$ cat src/hw/rtl/bst_pkg.sv
// Shared types and constants of the bencode stream tokenizer.
// Used by bst_core, bst_out_queue and bencode_stream_tokenizer_top; no dependencies.
`default_nettype none

package bst_pkg;

	localparam int DEPTH_BITS  = 8;
	localparam int LENGTH_BITS = 32;

	localparam int OQ_DEPTH = 4;
	localparam int OQ_AW    = $clog2(OQ_DEPTH);

	localparam logic [7:0] MAX_DEPTH_RESET = 8'd255;

	// event codes
	localparam logic [2:0] EV_INTEGER    = 3'd0;
	localparam logic [2:0] EV_STR_HEADER = 3'd1;
	localparam logic [2:0] EV_STR_BYTE   = 3'd2;
	localparam logic [2:0] EV_LIST_BEGIN = 3'd3;
	localparam logic [2:0] EV_DICT_BEGIN = 3'd4;
	localparam logic [2:0] EV_END        = 3'd5;
	localparam logic [2:0] EV_ERROR      = 3'd6;

	// error codes
	localparam logic [2:0] ERR_NONE         = 3'd0;
	localparam logic [2:0] ERR_EXTRA_END    = 3'd1;
	localparam logic [2:0] ERR_BAD_LENGTH   = 3'd2;
	localparam logic [2:0] ERR_BAD_SEP      = 3'd3;
	localparam logic [2:0] ERR_BAD_INTEGER  = 3'd4;
	localparam logic [2:0] ERR_BAD_TERM     = 3'd5;
	localparam logic [2:0] ERR_UNTERMINATED = 3'd6;
	localparam logic [2:0] ERR_TOO_DEEP     = 3'd7;

	// characters
	localparam logic [7:0] CH_COLON = 8'h3A;
	localparam logic [7:0] CH_E     = 8'h65;
	localparam logic [7:0] CH_I     = 8'h69;
	localparam logic [7:0] CH_L     = 8'h6C;
	localparam logic [7:0] CH_D     = 8'h64;
	localparam logic [7:0] CH_MINUS = 8'h2D;
	localparam logic [7:0] CH_ZERO  = 8'h30;
	localparam logic [7:0] CH_NINE  = 8'h39;

	// config register address bit (byte address / 4)
	localparam logic REG_MAX_DEPTH = 1'b0;

	typedef struct packed {
		logic [2:0]  event_res;
		logic [63:0] value;
		logic [7:0]  depth;
		logic [2:0]  error_code;
		logic        document_done;
		logic        last_of_item;
	} result_t;

	typedef struct packed {
		logic [1:0] cnt;
		result_t    r0;
		result_t    r1;
	} push_t;

	typedef struct packed {
		logic [OQ_AW:0] count;
		logic           full;
	} oq_status_t;

endpackage

`default_nettype wire

$ cat src/hw/rtl/bencode_stream_tokenizer_top.sv
// Results of a byte are registered in the result queue and reach the output behind any earlier results.
// Throughput: one byte per cycle; a byte with two results needs two output transfers,
// and input stalls while the four-entry result queue has fewer than two free entries.
// Reset (arst_n low): parser back to idle, queue empty, max_depth = 255.
// Depends on bst_pkg, bst_core, bst_out_queue.
`default_nettype none

module bencode_stream_tokenizer_top
	import bst_pkg::*;
(
	input  wire logic        clk,
	input  wire logic        arst_n,
	input  wire logic        in_valid,
	output logic             in_stall,
	input  wire logic [7:0]  data_byte,
	input  wire logic        end_of_input,
	output logic             out_valid,
	input  wire logic        out_stall,
	output logic [2:0]       event_res,
	output logic [63:0]      value,
	output logic [7:0]       depth,
	output logic [2:0]       error_code,
	output logic             document_done,
	output logic             last_of_item,
	input  wire logic        psel,
	input  wire logic        penable,
	input  wire logic        pwrite,
	input  wire logic [2:0]  paddr,
	input  wire logic [31:0] pwdata,
	output logic [31:0]      prdata,
	output logic             pready
);

	logic       max_depth_q;
	logic [7:0] max_depth_val_q;
	logic       fire;
	logic       pop;
	push_t      push;
	result_t    head;
	oq_status_t status;

	// config register
	always_ff @(posedge clk or negedge arst_n) begin
		if (!arst_n) begin
			max_depth_val_q <= MAX_DEPTH_RESET;
			max_depth_q     <= 1'b0;
		end else begin
			if (psel && penable && pwrite && pready && paddr[2] == REG_MAX_DEPTH) begin
				max_depth_val_q <= pwdata[7:0];
				max_depth_q     <= 1'b1;
			end
		end
	end

	assign pready = 1'b1;
	assign prdata = (paddr[2] == REG_MAX_DEPTH) ? {24'd0, max_depth_val_q} : 32'd0;

	assign in_stall = status.full;
	assign fire     = in_valid && !in_stall;
	assign out_valid = status.count != '0;
	assign pop      = out_valid && !out_stall;

	bst_core u_core (
		.clk         (clk),
		.arst_n      (arst_n),
		.fire        (fire),
		.data_byte   (data_byte),
		.end_of_input(end_of_input),
		.max_depth   (max_depth_val_q),
		.push        (push)
	);

	bst_out_queue u_queue (
		.clk   (clk),
		.arst_n(arst_n),
		.push  (push),
		.pop   (pop),
		.head  (head),
		.status(status)
	);

	assign event_res     = head.event_res;
	assign value         = head.value;
	assign depth         = head.depth;
	assign error_code    = head.error_code;
	assign document_done = head.document_done;
	assign last_of_item  = head.last_of_item;

	// queue never overfills
	a_no_overflow: assert property (@(posedge clk) disable iff (!arst_n)
		status.count <= (OQ_AW+1)'(OQ_DEPTH))
		else $error("result queue overflow");

	// error code present exactly on error events
	a_err_code: assert property (@(posedge clk) disable iff (!arst_n)
		out_valid |-> ((event_res == EV_ERROR) == (error_code != ERR_NONE)))
		else $error("error code does not match event");

	// completion only at top level and never on a begin or error event
	a_done: assert property (@(posedge clk) disable iff (!arst_n)
		out_valid && document_done |-> depth == 8'd0 && event_res != EV_ERROR
			&& event_res != EV_LIST_BEGIN && event_res != EV_DICT_BEGIN)
		else $error("document_done on wrong event");

	// a transfer in always finds room for two results
	a_room: assert property (@(posedge clk) disable iff (!arst_n)
		fire |-> status.count <= (OQ_AW+1)'(OQ_DEPTH - 2))
		else $error("transfer in without queue room");

	// max_depth_q marks a register write happened; written value is kept
	a_cfg_hold: assert property (@(posedge clk) disable iff (!arst_n)
		!(psel && penable && pwrite) |=> $stable(max_depth_val_q) || !max_depth_q
			|| $past(psel && penable && pwrite))
		else $error("max_depth changed without a write");

endmodule

`default_nettype wire

$ cat src/hw/rtl/bst_core.sv
// Tokenizer state machine: parses one byte per transfer, yields up to two results.
// Depends on bst_pkg.
`default_nettype none

module bst_core
	import bst_pkg::*;
(
	input  wire logic       clk,
	input  wire logic       arst_n,
	input  wire logic       fire,
	input  wire logic [7:0] data_byte,
	input  wire logic       end_of_input,
	input  wire logic [7:0] max_depth,
	output push_t           push
);

	localparam logic [2:0] PH_IDLE = 3'd0;
	localparam logic [2:0] PH_LEN  = 3'd1;
	localparam logic [2:0] PH_STR  = 3'd2;
	localparam logic [2:0] PH_INT  = 3'd3;
	localparam logic [2:0] PH_DONE = 3'd4;
	localparam logic [2:0] PH_HALT = 3'd5;

	localparam logic [15:0] DEPTH_LIM = 16'((1 << DEPTH_BITS) - 1);

	logic [2:0]             phase_q, n_phase;
	logic [DEPTH_BITS-1:0]  nest_q, n_nest;
	logic [63:0]            acc_q, n_acc;
	logic [LENGTH_BITS-1:0] rem_q, n_rem;
	logic                   neg_q, n_neg;
	logic                   seen_q, n_seen;

	logic        is_digit;
	logic [3:0]  dval;
	logic [67:0] acc_next;
	logic [15:0] cap;
	result_t     r0, r1;
	logic        r0v, r1v;
	logic [2:0]  eoi_code;

	function automatic result_t mk(logic [2:0] ev, logic [63:0] val,
			logic [DEPTH_BITS-1:0] dep, logic [2:0] err, logic done);
		result_t r;
		r.event_res     = ev;
		r.value         = val;
		r.depth         = 8'(dep);
		r.error_code    = err;
		r.document_done = done;
		r.last_of_item  = 1'b0;
		return r;
	endfunction

	always_comb begin
		is_digit = (data_byte >= CH_ZERO) && (data_byte <= CH_NINE);
		dval     = 4'(data_byte - CH_ZERO);
		// acc*10 + digit, wide enough to see overflow
		acc_next = (68'(acc_q) << 3) + (68'(acc_q) << 1) + 68'(dval);
		cap      = (16'(max_depth) < DEPTH_LIM) ? 16'(max_depth) : DEPTH_LIM;

		n_phase = phase_q;
		n_nest  = nest_q;
		n_acc   = acc_q;
		n_rem   = rem_q;
		n_neg   = neg_q;
		n_seen  = seen_q;
		r0v     = 1'b0;
		r0      = mk(EV_ERROR, 64'd0, nest_q, ERR_NONE, 1'b0);

		unique case (phase_q)
			PH_IDLE: begin
				if (is_digit) begin
					n_phase = PH_LEN;
					n_acc   = 64'(dval);
				end else if (data_byte == CH_I) begin
					n_phase = PH_INT;
					n_acc   = 64'd0;
					n_neg   = 1'b0;
					n_seen  = 1'b0;
				end else if (data_byte == CH_L || data_byte == CH_D) begin
					r0v = 1'b1;
					if (16'(nest_q) >= cap) begin
						r0      = mk(EV_ERROR, 64'd0, nest_q, ERR_TOO_DEEP, 1'b0);
						n_phase = PH_HALT;
					end else begin
						n_nest = nest_q + DEPTH_BITS'(1);
						r0     = mk((data_byte == CH_L) ? EV_LIST_BEGIN : EV_DICT_BEGIN,
							64'd0, n_nest, ERR_NONE, 1'b0);
					end
				end else if (data_byte == CH_E) begin
					r0v = 1'b1;
					if (nest_q != '0) begin
						n_nest  = nest_q - DEPTH_BITS'(1);
						n_phase = (n_nest == '0) ? PH_DONE : PH_IDLE;
						r0      = mk(EV_END, 64'd0, n_nest, ERR_NONE, n_nest == '0);
					end else begin
						r0      = mk(EV_ERROR, 64'd0, nest_q, ERR_EXTRA_END, 1'b0);
						n_phase = PH_HALT;
					end
				end else if (nest_q != '0) begin
					r0v     = 1'b1;
					r0      = mk(EV_ERROR, 64'd0, nest_q, ERR_UNTERMINATED, 1'b0);
					n_phase = PH_HALT;
				end else begin
					n_phase = PH_HALT;
				end
			end
			PH_LEN: begin
				if (is_digit) begin
					if ((acc_next >> LENGTH_BITS) != '0) begin
						r0v     = 1'b1;
						r0      = mk(EV_ERROR, 64'd0, nest_q, ERR_BAD_LENGTH, 1'b0);
						n_phase = PH_HALT;
					end else begin
						n_acc = acc_next[63:0];
					end
				end else if (data_byte == CH_COLON) begin
					r0v   = 1'b1;
					n_rem = acc_q[LENGTH_BITS-1:0];
					n_acc = 64'd0;
					if (acc_q == 64'd0) begin
						n_phase = (nest_q == '0) ? PH_DONE : PH_IDLE;
						r0      = mk(EV_STR_HEADER, 64'd0, nest_q, ERR_NONE, nest_q == '0);
					end else begin
						n_phase = PH_STR;
						r0      = mk(EV_STR_HEADER, 64'(acc_q[LENGTH_BITS-1:0]), nest_q,
							ERR_NONE, 1'b0);
					end
				end else begin
					r0v     = 1'b1;
					r0      = mk(EV_ERROR, 64'd0, nest_q, ERR_BAD_SEP, 1'b0);
					n_phase = PH_HALT;
				end
			end
			PH_STR: begin
				r0v   = 1'b1;
				n_rem = rem_q - LENGTH_BITS'(1);
				if (n_rem == '0) begin
					n_phase = (nest_q == '0) ? PH_DONE : PH_IDLE;
					r0      = mk(EV_STR_BYTE, 64'(data_byte), nest_q, ERR_NONE, nest_q == '0);
				end else begin
					r0 = mk(EV_STR_BYTE, 64'(data_byte), nest_q, ERR_NONE, 1'b0);
				end
			end
			PH_INT: begin
				if (is_digit) begin
					if (acc_next[67:64] != 4'd0) begin
						r0v     = 1'b1;
						r0      = mk(EV_ERROR, 64'd0, nest_q, ERR_BAD_INTEGER, 1'b0);
						n_phase = PH_HALT;
					end else begin
						n_acc  = acc_next[63:0];
						n_seen = 1'b1;
					end
				end else if (data_byte == CH_MINUS && !seen_q && !neg_q) begin
					n_neg = 1'b1;
				end else if (!seen_q) begin
					r0v     = 1'b1;
					r0      = mk(EV_ERROR, 64'd0, nest_q, ERR_BAD_INTEGER, 1'b0);
					n_phase = PH_HALT;
				end else if (data_byte == CH_E) begin
					r0v     = 1'b1;
					n_phase = (nest_q == '0) ? PH_DONE : PH_IDLE;
					r0      = mk(EV_INTEGER, neg_q ? (64'd0 - acc_q) : acc_q, nest_q,
						ERR_NONE, nest_q == '0);
				end else begin
					r0v     = 1'b1;
					r0      = mk(EV_ERROR, 64'd0, nest_q, ERR_BAD_TERM, 1'b0);
					n_phase = PH_HALT;
				end
			end
			default: begin
			end
		endcase

		// end of input: termination check on the updated state, then re-arm
		eoi_code = ERR_NONE;
		if (end_of_input) begin
			unique case (n_phase)
				PH_IDLE: eoi_code = (n_nest != '0) ? ERR_UNTERMINATED : ERR_NONE;
				PH_LEN:  eoi_code = ERR_BAD_SEP;
				PH_STR:  eoi_code = ERR_UNTERMINATED;
				PH_INT:  eoi_code = n_seen ? ERR_BAD_TERM : ERR_BAD_INTEGER;
				default: eoi_code = ERR_NONE;
			endcase
		end
		r1v = (eoi_code != ERR_NONE);
		r1  = mk(EV_ERROR, 64'd0, n_nest, eoi_code, 1'b0);
		r1.last_of_item = 1'b1;
		if (end_of_input) begin
			n_phase = PH_IDLE;
			n_nest  = '0;
			n_acc   = 64'd0;
			n_rem   = '0;
			n_neg   = 1'b0;
			n_seen  = 1'b0;
		end

		r0.last_of_item = !r1v;
		push.cnt = fire ? (2'(r0v) + 2'(r1v)) : 2'd0;
		push.r0  = r0v ? r0 : r1;
		push.r1  = r1;
	end

	always_ff @(posedge clk or negedge arst_n) begin
		if (!arst_n) begin
			phase_q <= PH_IDLE;
			nest_q  <= '0;
			acc_q   <= 64'd0;
			rem_q   <= '0;
			neg_q   <= 1'b0;
			seen_q  <= 1'b0;
		end else if (fire) begin
			phase_q <= n_phase;
			nest_q  <= n_nest;
			acc_q   <= n_acc;
			rem_q   <= n_rem;
			neg_q   <= n_neg;
			seen_q  <= n_seen;
		end
	end

endmodule

`default_nettype wire

$ cat src/hw/rtl/bst_out_queue.sv
// Result queue: takes up to two results per cycle, delivers one per transfer.
// Depends on bst_pkg.
`default_nettype none

module bst_out_queue
	import bst_pkg::*;
(
	input  wire logic  clk,
	input  wire logic  arst_n,
	input  wire push_t push,
	input  wire logic  pop,
	output result_t    head,
	output oq_status_t status
);

	result_t          mem_q [OQ_DEPTH];
	logic [OQ_AW-1:0] wr_q, rd_q;
	logic [OQ_AW:0]   count_q;

	always_ff @(posedge clk) begin
		if (push.cnt != 2'd0) begin
			mem_q[wr_q] <= push.r0;
		end
		if (push.cnt == 2'd2) begin
			mem_q[wr_q + OQ_AW'(1)] <= push.r1;
		end
	end

	always_ff @(posedge clk or negedge arst_n) begin
		if (!arst_n) begin
			wr_q    <= '0;
			rd_q    <= '0;
			count_q <= '0;
		end else begin
			wr_q    <= wr_q + OQ_AW'(push.cnt);
			rd_q    <= rd_q + OQ_AW'(pop);
			count_q <= count_q + (OQ_AW+1)'(push.cnt) - (OQ_AW+1)'(pop);
		end
	end

	assign head         = mem_q[rd_q];
	assign status.count = count_q;
	// room for a two-result item is needed before the next transfer in
	assign status.full  = count_q > (OQ_AW+1)'(OQ_DEPTH - 2);

endmodule

`default_nettype wire
$ cat config.mk
export PLATFORM = sky130hd
export DESIGN_NAME = bencode_stream_tokenizer_top
export DESIGN_NICKNAME = d
export VERILOG_FILES = /design/src/hw/rtl/bst_pkg.sv /design/src/hw/rtl/bencode_stream_tokenizer_top.sv /design/src/hw/rtl/bst_core.sv /design/src/hw/rtl/bst_out_queue.sv
export SDC_FILE = /design/constraint.sdc
export NUM_CORES = 1
export LEC_CHECK = 0
export BUFFER_PORTS_ARGS = -buffer_cell sky130_fd_sc_hd__buf_4
export CAP_MARGIN = 20
export CORE_MARGIN = 5
export CORE_UTILIZATION = 50
export DETAILED_ROUTE_END_ITERATION = 10
export PLACE_DENSITY = 0.79
export SLEW_MARGIN = 40
export SYNTH_ARGS = -nofsm -noshare
export SYNTH_HDL_FRONTEND = slang
export SYNTH_HIERARCHICAL = 1
export SYNTH_SLANG_ARGS = --single-unit
$ cat constraint.sdc
create_clock -name clk -period 11.8 [get_ports clk]
set_input_delay 0.59 -clock clk [delete_from_list [all_inputs] [get_ports clk]]
set_output_delay 0.59 -clock clk [all_outputs]
set_load 0.1 [all_outputs]
* Word level (Yosys, flattened, before mapping)
Memories as Yosys holds them, arrays and structs flattened.
Index checks and enable logic that the tools add are counted.
** Storage, ports and cells
- Bits in registers :: 124
- RAM bits :: 320
- Bits of input ports :: 51
- Output and inout bits :: 115
- Logic and storage cells :: 183
- Memories kept :: 1
** Operators by class
- Add/sub/neg operators :: 13
- Order comparisons :: 5
- Equal/unequal tests :: 24
- Muxes and demuxes :: 96
- Bitwise gates (word level) :: 1
- Reduce and logical (&&, ||, !) cells :: 33
** Memories
- u_queue.mem_q :: depth 4, bits a word 80, read ports 1, clocked after memory_dff 0, wr ports 2, line bst_out_queue.sv:16 : result_t mem_q [OQ_DEPTH];
** Operators with widths (number)
- two-way mux 80 bit :: 11
- two-way mux 64 bit :: 9
- one-hot mux 80 bit (4 select lines) :: 1
- one-hot mux 64 bit (3 select lines) :: 1
- two-way mux 79 bit :: 2
- two-way mux 32 bit :: 3
- two-way mux 8 bit :: 10
- adder 67 x 65 -> 68 bit :: 1
- adder 68 x 4 -> 68 bit :: 1
- nonzero test 68 bit :: 1
- two-way mux 3 bit :: 22
- logical NOT 64 bit :: 1
- one-hot mux 32 bit (2 select lines) :: 1
- subtractor 1 x 64 -> 64 bit (first input constant) :: 1
- two-way mux 45 bit :: 1
- equality test 8 x 7 -> 1 bit (second input constant) :: 4
- logical NOT 32 bit :: 1
- subtractor 32 x 1 -> 32 bit (second input constant) :: 1
- two-way mux 1 bit :: 25
- one-hot mux 3 bit (4 select lines) :: 2
- equality test 8 x 6 -> 1 bit (second input constant) :: 2
- logical NOT 8 bit :: 2
- nonzero test 8 bit :: 2
- equality test 3 x 2 -> 1 bit (second input constant) :: 4
- 36 further kinds :: 63

* Logic depth before layout (Yosys ltp)
Gate-level depths: netlist of the first run.
- Depth in word-level cells :: 18
- Mapped depth :: 25
- Mapped depth without buffers :: 24

* By module
The synthesis of the first run kept the hierarchy.
** By module, submodules not included
- bst_out_queue :: instances 1, cells an instance 811, area each 15781.4 sq um, sequential area each 9784.4 sq um
- bst_core :: instances 1, cells an instance 2028, area each 14620.3 sq um, sequential area each 2727.6 sq um
- bencode_stream_tokenizer_top :: instances 1, cells an instance 55, area each 608.1 sq um, sequential area each 210.2 sq um

* Worst setup path after synthesis of the first run
OpenSTA, ideal clock, no wires.
- Path type :: input to register
- Start point :: input data_byte[3]
- End point :: memory u_queue/mem_q[0][0] (netlist bit) (enable)
- Library setup time :: 0.636 ns
- Arrival :: 10.901 ns
- Path slack :: 0.263 ns
- Cell stages on the path :: 21
- Buffers on the path :: 0
- Cells stage by stage :: inv_1 > fa_1 > inv_1 > fa_1 > a211oi_1 > o21ai_1 > nand2_1 > a41oi_2 > a2111o_1 > o311ai_1 > o2111ai_1 > or4_1 > nor4_1 > and3_1 > and2_1 > o211a_1 > inv_1 > ha_1 > and2_1 > nor2_1 > o31ai_1
** RTL lines
- from (decl) :: line bencode_stream_tokenizer_top.sv:15 : input wire logic [7:0] data_byte,
- to (decl) :: line bst_out_queue.sv:16

==> results of run 1 <==
worst min-delay path by stage:
stage,slack [ps],endpoint,from,cells past startpoint
floorplan,290,u_core/acc_q[0]$_DFFE_PN0P_,arst_n,0
global placement,530,u_core/rem_q[20]$_DFFE_PN0P_,u_core/rem_q[20]$_DFFE_PN0P_,2
detailed placement,540,u_core/rem_q[20]$_DFFE_PN0P_,u_core/rem_q[20]$_DFFE_PN0P_,2
CTS,60,u_queue/wr_q[0]$_DFF_PN0_,arst_n,1
global route,60,u_queue/count_q[0]$_DFF_PN0_,arst_n,1
finish,20,u_queue/rd_q[0]$_DFF_PN0_,arst_n,1
cell type report:
type | instances | area share (%)
diodes | 1 | 0.00740
clock buffers | 63 | 3.77
clock inverters | 24 | 1.08
inverters | 72 | 0.799
multi-input cells | 2212 | 50.2
flip-flops and latches | 444 | 37.7
well taps | 837 | 3.10
repair buffers | 146 | 3.42
worst max-delay path, cell delays in order (launching register included):
cell       delay [ps]
dfrtp_1           580
ha_1              310
ha_1              450
a21oi_1           270
o21ai_0           250
a2111oi_0         600
a21oi_1           230
a211oi_1          650
o31a_1            270
mux2i_1           430
or4b_2            690
a211oi_1          380
o21a_1            230
o31a_1            220
ha_1              250
and2_1            300
nor4bb_4          350
buf_4             380
buf_6             580
mux2_2            420
routing by layer:
metal	wire, um	up-vias	track usage (%)
met5	0	-	0
met4	2050	0	6.18
met3	7490	149	3.65
met2	38200	1136	37.8
met1	34800	11600	34.8
li1	-	10800	-
registers in the layout, indices dropped and copies added (netlist names):
signal,flops
u_queue/mem_q,320
u_core/acc_q,64
u_core/rem_q,32
max_depth_val_q,8
u_core/nest_q,8
u_core/phase_q,3
u_queue/count_q,3
u_queue/rd_q,2
u_queue/wr_q,2
u_core/neg_q,1
u_core/seen_q,1
cell families after synthesis:
family | count (synthesis) | synth area share, %
simple gates | 773 | 12.1
buf+inv | 328 | 5.81
flops | 444 | 41.0
fa+ha+maj | 150 | 6.12
mux | 477 | 20.1
compound gates | 613 | 11.8
xor+xnor | 105 | 2.97
other cells | 4 | 0.0484
power groups by stage:
stage          combinational [mW]  sequential, mW  clock, mW
5_1_grt                      3.97            2.18       1.67
6_report                     3.77            2.15       1.58
3_5_place_dp                 3.71            2.20          0
2_1_floorplan                3.02            2.10          0
3_3_place_gp                 3.68            2.19          0
4_1_cts                      3.73            2.17       1.60
through the flow:
stage / utilization (%) / hold WS (ps)
after detailed placement: 52.2 / 538
after CTS: 54.8 / 56.1
after global placement: 52.0 / 526
after floorplan: - / 294
after global routing: 54.9 / 63.6
final: 54.9 / 24.9
synth_stat cells, types with 9 or more instances:
master	count
mux2_1	63
nand2_1	180
dfrtp_1	116
xor2_1	47
or3_1	23
a31oi_1	15
o21bai_1	10
a21oi_1	187
o22ai_1	12
and3_1	17
o21a_1	12
nor2_1	256
nor3_1	70
buf_2	29
xnor2_1	58
and2_1	14
nand2b_1	15
o211ai_1	13
clkbuf_1	102
nor2b_1	9
nand4_1	45
a21o_1	14
o31ai_1	26
o21ai_0	222
edfxtp_1	320
or4_1	16
buf_6	12
buf_4	102
inv_1	70
nor4_1	28
nand3_1	48
mux4_2	80
ha_1	147
mux2_2	314
mux2i_1	20
a211oi_1	16
==> flow_metrics.py, run 1 <==
metrics = {
    "power": {
        "internal_power_mw": 3.94,
        "ir_drop_mv": 0.246,
        "totalPowerFinal_mw": 7.50,
        "combPwrFrac_pct": 50.3,
        "switching_share_pct": 47.5,
        "leakage_nw": 13.5,
        "power_density_mw_per_mm2": 222,
        "clkPwrFrac_pct": 21.0,
        "switchingPower_mw": 3.57,
        "p_seq_share_pct": 28.7,
    },
    "critical_path": {
        "worstPathMaxFanout": 60,
        "end_kind": "flip-flop",
        "timing.rr.end": "u_queue/mem_q[2][49]$_DFFE_PP_",
        "crit_type": "reg -> reg",
        "crit_arrival_ps": 8540,
        "worstRegToRegCells": 19,
        "cp_data_required_time_ps": 12130,
        "r2r_slack_ps": 3580,
        "crit_start": "u_core/acc_q[12]$_DFFE_PN0P_",
        "crit_path_start_kind": "flip-flop",
        "reg2reg_from": "u_core/acc_q[12]$_DFFE_PN0P_",
        "cp-endpoint": "u_queue/mem_q[2][49]$_DFFE_PP_",
    },
    "place": {
        "place_congestion": 1.01,
        "place_inst": 3709,
        "hpwl_um": 56800,
        "port_buffers": 114,
        "dp_slack_ps": 3580,
        "dpl_cell_area_mm2": 0.0321,
    },
    "timing": {
        "tightest_slew_ps": 851,
        "setup_tns_ps": 0,
        "drv_slew": 0,
        "slew-limit-headroom_pct": 42.7,
        "finClkSkew_ps": 39.3,
        "fmax_mhz": 122,
        "rsz0062_at_grt": "false",
        "setup_slack_ps": 3580,
        "hold_viol": 0,
        "setup_viol": 0,
        "period_minus_slack_ps": 8220,
        "finalCritPeriodShare_pct": 69.6,
    },
    "logic_synthesis": {
        "synth_edf_count": 320,
        "syn_inst": 2894,
        "synth-seq-cells": 444,
        "avgSynthCellArea_um2": 10.7,
        "synth_area_leaders": "edfxtp_1, mux2_2, dfrtp_1",
        "synth_ff_type": "edfxtp_1",
        "ys_warn_count": 6,
        "synth_top_cell_by_area": "edfxtp_1",
        "synth_top_cell_area_share_pct": 31.0,
        "netlist_area_mm2": 0.0310,
        "ys_seq_area_share_pct": 41.0,
        "synthArstFlopShare_pct": 27.9,
        "synthDistinctLibCells": 90,
    },
    "job": {
        "cap_violations": 0,
    },
    "clocking": {
        "cts_made_buffers": 47,
        "cts_tree": "yes",
        "post_cts_buffers": 0,
        "cts_resized": 0,
        "root_buffer": "clkbuf_16",
        "htreeDepth": 2,
        "holdBufCountCts": 0,
        "worst_skew_pair.late_latency_ps": 610,
        "cts_num_sinks": 444,
        "clk_pin_slew_ps": 60,
        "clockBufferDepth": 3,
    },
    "routing": {
        "vias_per_cell": 6.23,
        "routed_wl_um": 82500,
        "drtPass1Iterations": 6,
        "wl_per_cell_um": 21.7,
        "drcViolationCount": 0,
        "vias": 23700,
        "drt-initial-drc-count": 2482,
        "antenna_left": 0,
    },
    "grt": {
        "grt_start_max_net_pins": 75,
        "track_usage_pct": 23.9,
        "grt_pass1_vias": 22700,
        "grt_overflow": 0,
        "grt_pass1_wl_um": 130000,
        "antenna_found_initial": 1,
    },
    "hold_path": {
        "hold_class": "in -> async",
    },
    "layout": {
        "fillerInstances": 5043,
        "mostFrequentLayoutCells": "edfxtp_1, mux2_2, nor2_1",
        "fin_cells": 3799,
        "stdcell_area_mm2": 0.0338,
        "multi_input_comb_area_mm2": 0.0170,
        "drive_gt1_share_pct": 22.6,
        "regArea_mm2": 0.0127,
        "nets": 3124,
        "area_growth_pct": 9.02,
        "final_common_cell": "edfxtp_1",
    },
    "floorplan": {
        "fp-row-count": 91,
        "core_mm2": 0.0616,
        "dieHeight_um": 259,
        "pin_count": 166,
        "die_w_um": 259,
        "initial_core_util_pct": 50.3,
        "die-area_mm2": 0.0671,
    },
    "run_status": {
        "status": "completed",
    },
}
Note: power is estimated with default switching activity, not from simulation.
==> run 2: changes to the inputs <==
--- a/config.mk
+++ b/config.mk
@@ -10,7 +10,7 @@
 export CORE_MARGIN = 5
 export CORE_UTILIZATION = 50
 export DETAILED_ROUTE_END_ITERATION = 10
-export PLACE_DENSITY = 0.79
+export PLACE_DENSITY = 0.76
 export SLEW_MARGIN = 40
 export SYNTH_ARGS = -nofsm -noshare
 export SYNTH_HDL_FRONTEND = slang
==> constraint.sdc (replaced) <==
create_clock -name clk -period 8 [get_ports clk]
set_input_delay 0.4 -clock clk [delete_from_list [all_inputs] [get_ports clk]]
set_output_delay 0.4 -clock clk [all_outputs]
set_load 0.1 [all_outputs]
==> flow_metrics.py, run 2 (synthesis results as in run 1) <==
metrics = {
    "run_status": {
        "status": "completed",
    },
    "timing": {
        "setup_tns_ps": 0,
        "tightest_slew_ps": 868,
        "drv_slew": 0,
        "rsz0062_at_grt": "false",
        "finClkSkew_ps": 25.7,
        "setup_slack_ps": 622,
        "finalCritPeriodShare_pct": 92.2,
        "setup_viol": 0,
        "period_minus_slack_ps": 7380,
        "slew-limit-headroom_pct": 41.6,
        "fmax_mhz": 136,
        "hold_viol": 0,
    },
    "grt": {
        "track_usage_pct": 23.8,
        "grt_pass1_wl_um": 129000,
        "grt_pass1_vias": 22600,
        "antenna_found_initial": 0,
        "grt_overflow": 0,
        "grt_start_max_net_pins": 68,
    },
    "floorplan": {
        "initial_core_util_pct": 50.3,
        "core_mm2": 0.0616,
        "die_w_um": 259,
        "die-area_mm2": 0.0671,
        "pin_count": 166,
        "dieHeight_um": 259,
        "fp-row-count": 91,
    },
    "critical_path": {
        "crit_path_start_kind": "flip-flop",
        "r2r_slack_ps": 620,
        "worstPathMaxFanout": 20,
        "end_kind": "flip-flop",
        "cp_data_required_time_ps": 8330,
        "crit_type": "reg -> reg",
        "crit_arrival_ps": 7710,
    },
    "routing": {
        "vias_per_cell": 6.09,
        "wl_per_cell_um": 21.4,
        "drcViolationCount": 0,
        "drt-initial-drc-count": 2133,
        "antenna_left": 0,
        "drtPass1Iterations": 8,
        "routed_wl_um": 82100,
        "vias": 23400,
    },
    "place": {
        "port_buffers": 114,
        "hpwl_um": 58500,
        "place_inst": 3753,
        "dp_slack_ps": 496,
        "place_congestion": 1.00,
    },
    "layout": {
        "num_antenna_cells": 0,
        "largest_reg_flops": 320,
        "fin_cells": 3837,
        "fillerInstances": 5139,
        "largest_register": "u_queue/mem_q",
        "mostFrequentLayoutCells": "edfxtp_1, mux2_2, nor2_1",
        "reg_top3": "u_queue/mem_q x320, u_core/acc_q x64, u_core/rem_q x32",
        "drive_gt1_share_pct": 23.4,
        "nets": 3166,
        "area_growth_pct": 9.89,
        "final_common_cell": "edfxtp_1",
    },
    "clocking": {
        "root_buffer": "clkbuf_16",
        "clk_pin_slew_ps": 60,
        "worst_skew_pair.late_latency_ps": 590,
        "clockBufferDepth": 3,
        "post_cts_buffers": 0,
        "cts_made_buffers": 46,
        "htreeDepth": 2,
        "cts_num_sinks": 444,
        "cts_tree": "yes",
    },
    "hold_path": {
        "hold_class": "in -> reg",
    },
    "power": {
        "internal_power_mw": 5.67,
        "ir_drop_mv": 0.422,
        "combPwrFrac_pct": 51.4,
        "clkPwrFrac_pct": 19.4,
        "power_density_mw_per_mm2": 320,
        "leakage_nw": 13.6,
        "switchingPower_mw": 5.24,
        "totalPowerFinal_mw": 10.9,
        "p_seq_share_pct": 29.2,
        "switching_share_pct": 48.0,
    },
    "job": {
        "cap_violations": 0,
    },
}
==> run 2: area by class of cell <==
class / count / area [um2] / share of cell area, %
Tap cell: 837 / 1050 / 3.07
Clock buffer: 57 / 1190 / 3.50
Clock inverter: 26 / 265 / 0.778
Sequential cell: 444 / 12700 / 37.4
Timing Repair Buffer: 189 / 1630 / 4.78
Multi-Input combinational cell: 2212 / 16900 / 49.7
Inverter: 72 / 270 / 0.793
==> run 2: final timing paths <==
kind                                         startpoint                        endpoint  cells past startpoint
hold / removal                                pwdata[5]  max_depth_val_q[5]$_DFFE_PN1P_                      2
hold reg to reg            u_core/acc_q[11]$_DFFE_PN0P_    u_core/acc_q[11]$_DFFE_PN0P_                      1
min in group asynchronous                        arst_n       u_queue/wr_q[1]$_DFF_PN0_                      2
max in group asynchronous                        arst_n     u_core/rem_q[8]$_DFFE_PN0P_                      4
setup reg to reg            u_core/acc_q[0]$_DFFE_PN0P_  u_queue/mem_q[0][78]$_DFFE_PP_                     22
setup / recovery            u_core/acc_q[0]$_DFFE_PN0P_  u_queue/mem_q[0][78]$_DFFE_PP_                     22
==> run 2: per-stage QoR <==
| stage | utilization [%] | hold slack (ps) | cell area [um2] |
|---|---|---|---|
| 2_1_floorplan | - | 104 | 31400 |
| 3_3_place_gp | 52.9 | 233 | 32600 |
| 3_5_place_dp | 52.9 | 235 | 32600 |
| 4_1_cts | 55.3 | 33.5 | 34100 |
| 5_1_grt | 55.3 | 42.6 | 34100 |
| 6_report | 55.3 | 61.0 | 34100 |
==> run 2: power groups by stage <==
stage	combinational, mW	clock (mW)	sequential [mW]
final	5.60	2.12	3.19
after CTS	5.58	2.16	3.19
after floorplan	4.46	0	3.07
after detailed placement	5.55	0	3.23
after global placement	5.53	0	3.22
after global routing	5.86	2.25	3.23
==> run 2: worst max-delay path, cell delays in order (launching register included) <==
cell and delay (ps):
dfrtp_1 340, inv_1 80, fa_1 540, inv_1 80, fa_1 490, a211oi_1 340, o21ai_1 180, nand2_1 240
nand2_1 150, a211oi_1 470, xnor2_1 250, or4_1 440, or4_1 490, nor4_1 240, and3_1 380, and2_1 220
o211a_1 190, inv_1 140, ha_1 320, and2_1 430, nand4b_1 340, buf_4 370, mux2_2 380
==> run 2: per-layer routing <==
layer | track usage (%) | vias up | wire (um)
li1 | - | 10900 | -
met3 | 3.29 | 102 | 6590
met2 | 38.5 | 975 | 38400
met4 | 4.90 | 0 | 1540
met5 | 0 | - | 0
met1 | 34.7 | 11400 | 35600
==> run 2: what timing repair did <==
action	in CTS	in global routing
gates resized for setup	0	0
hold buffers	1	0
endpoints found under the hold margin	7	0
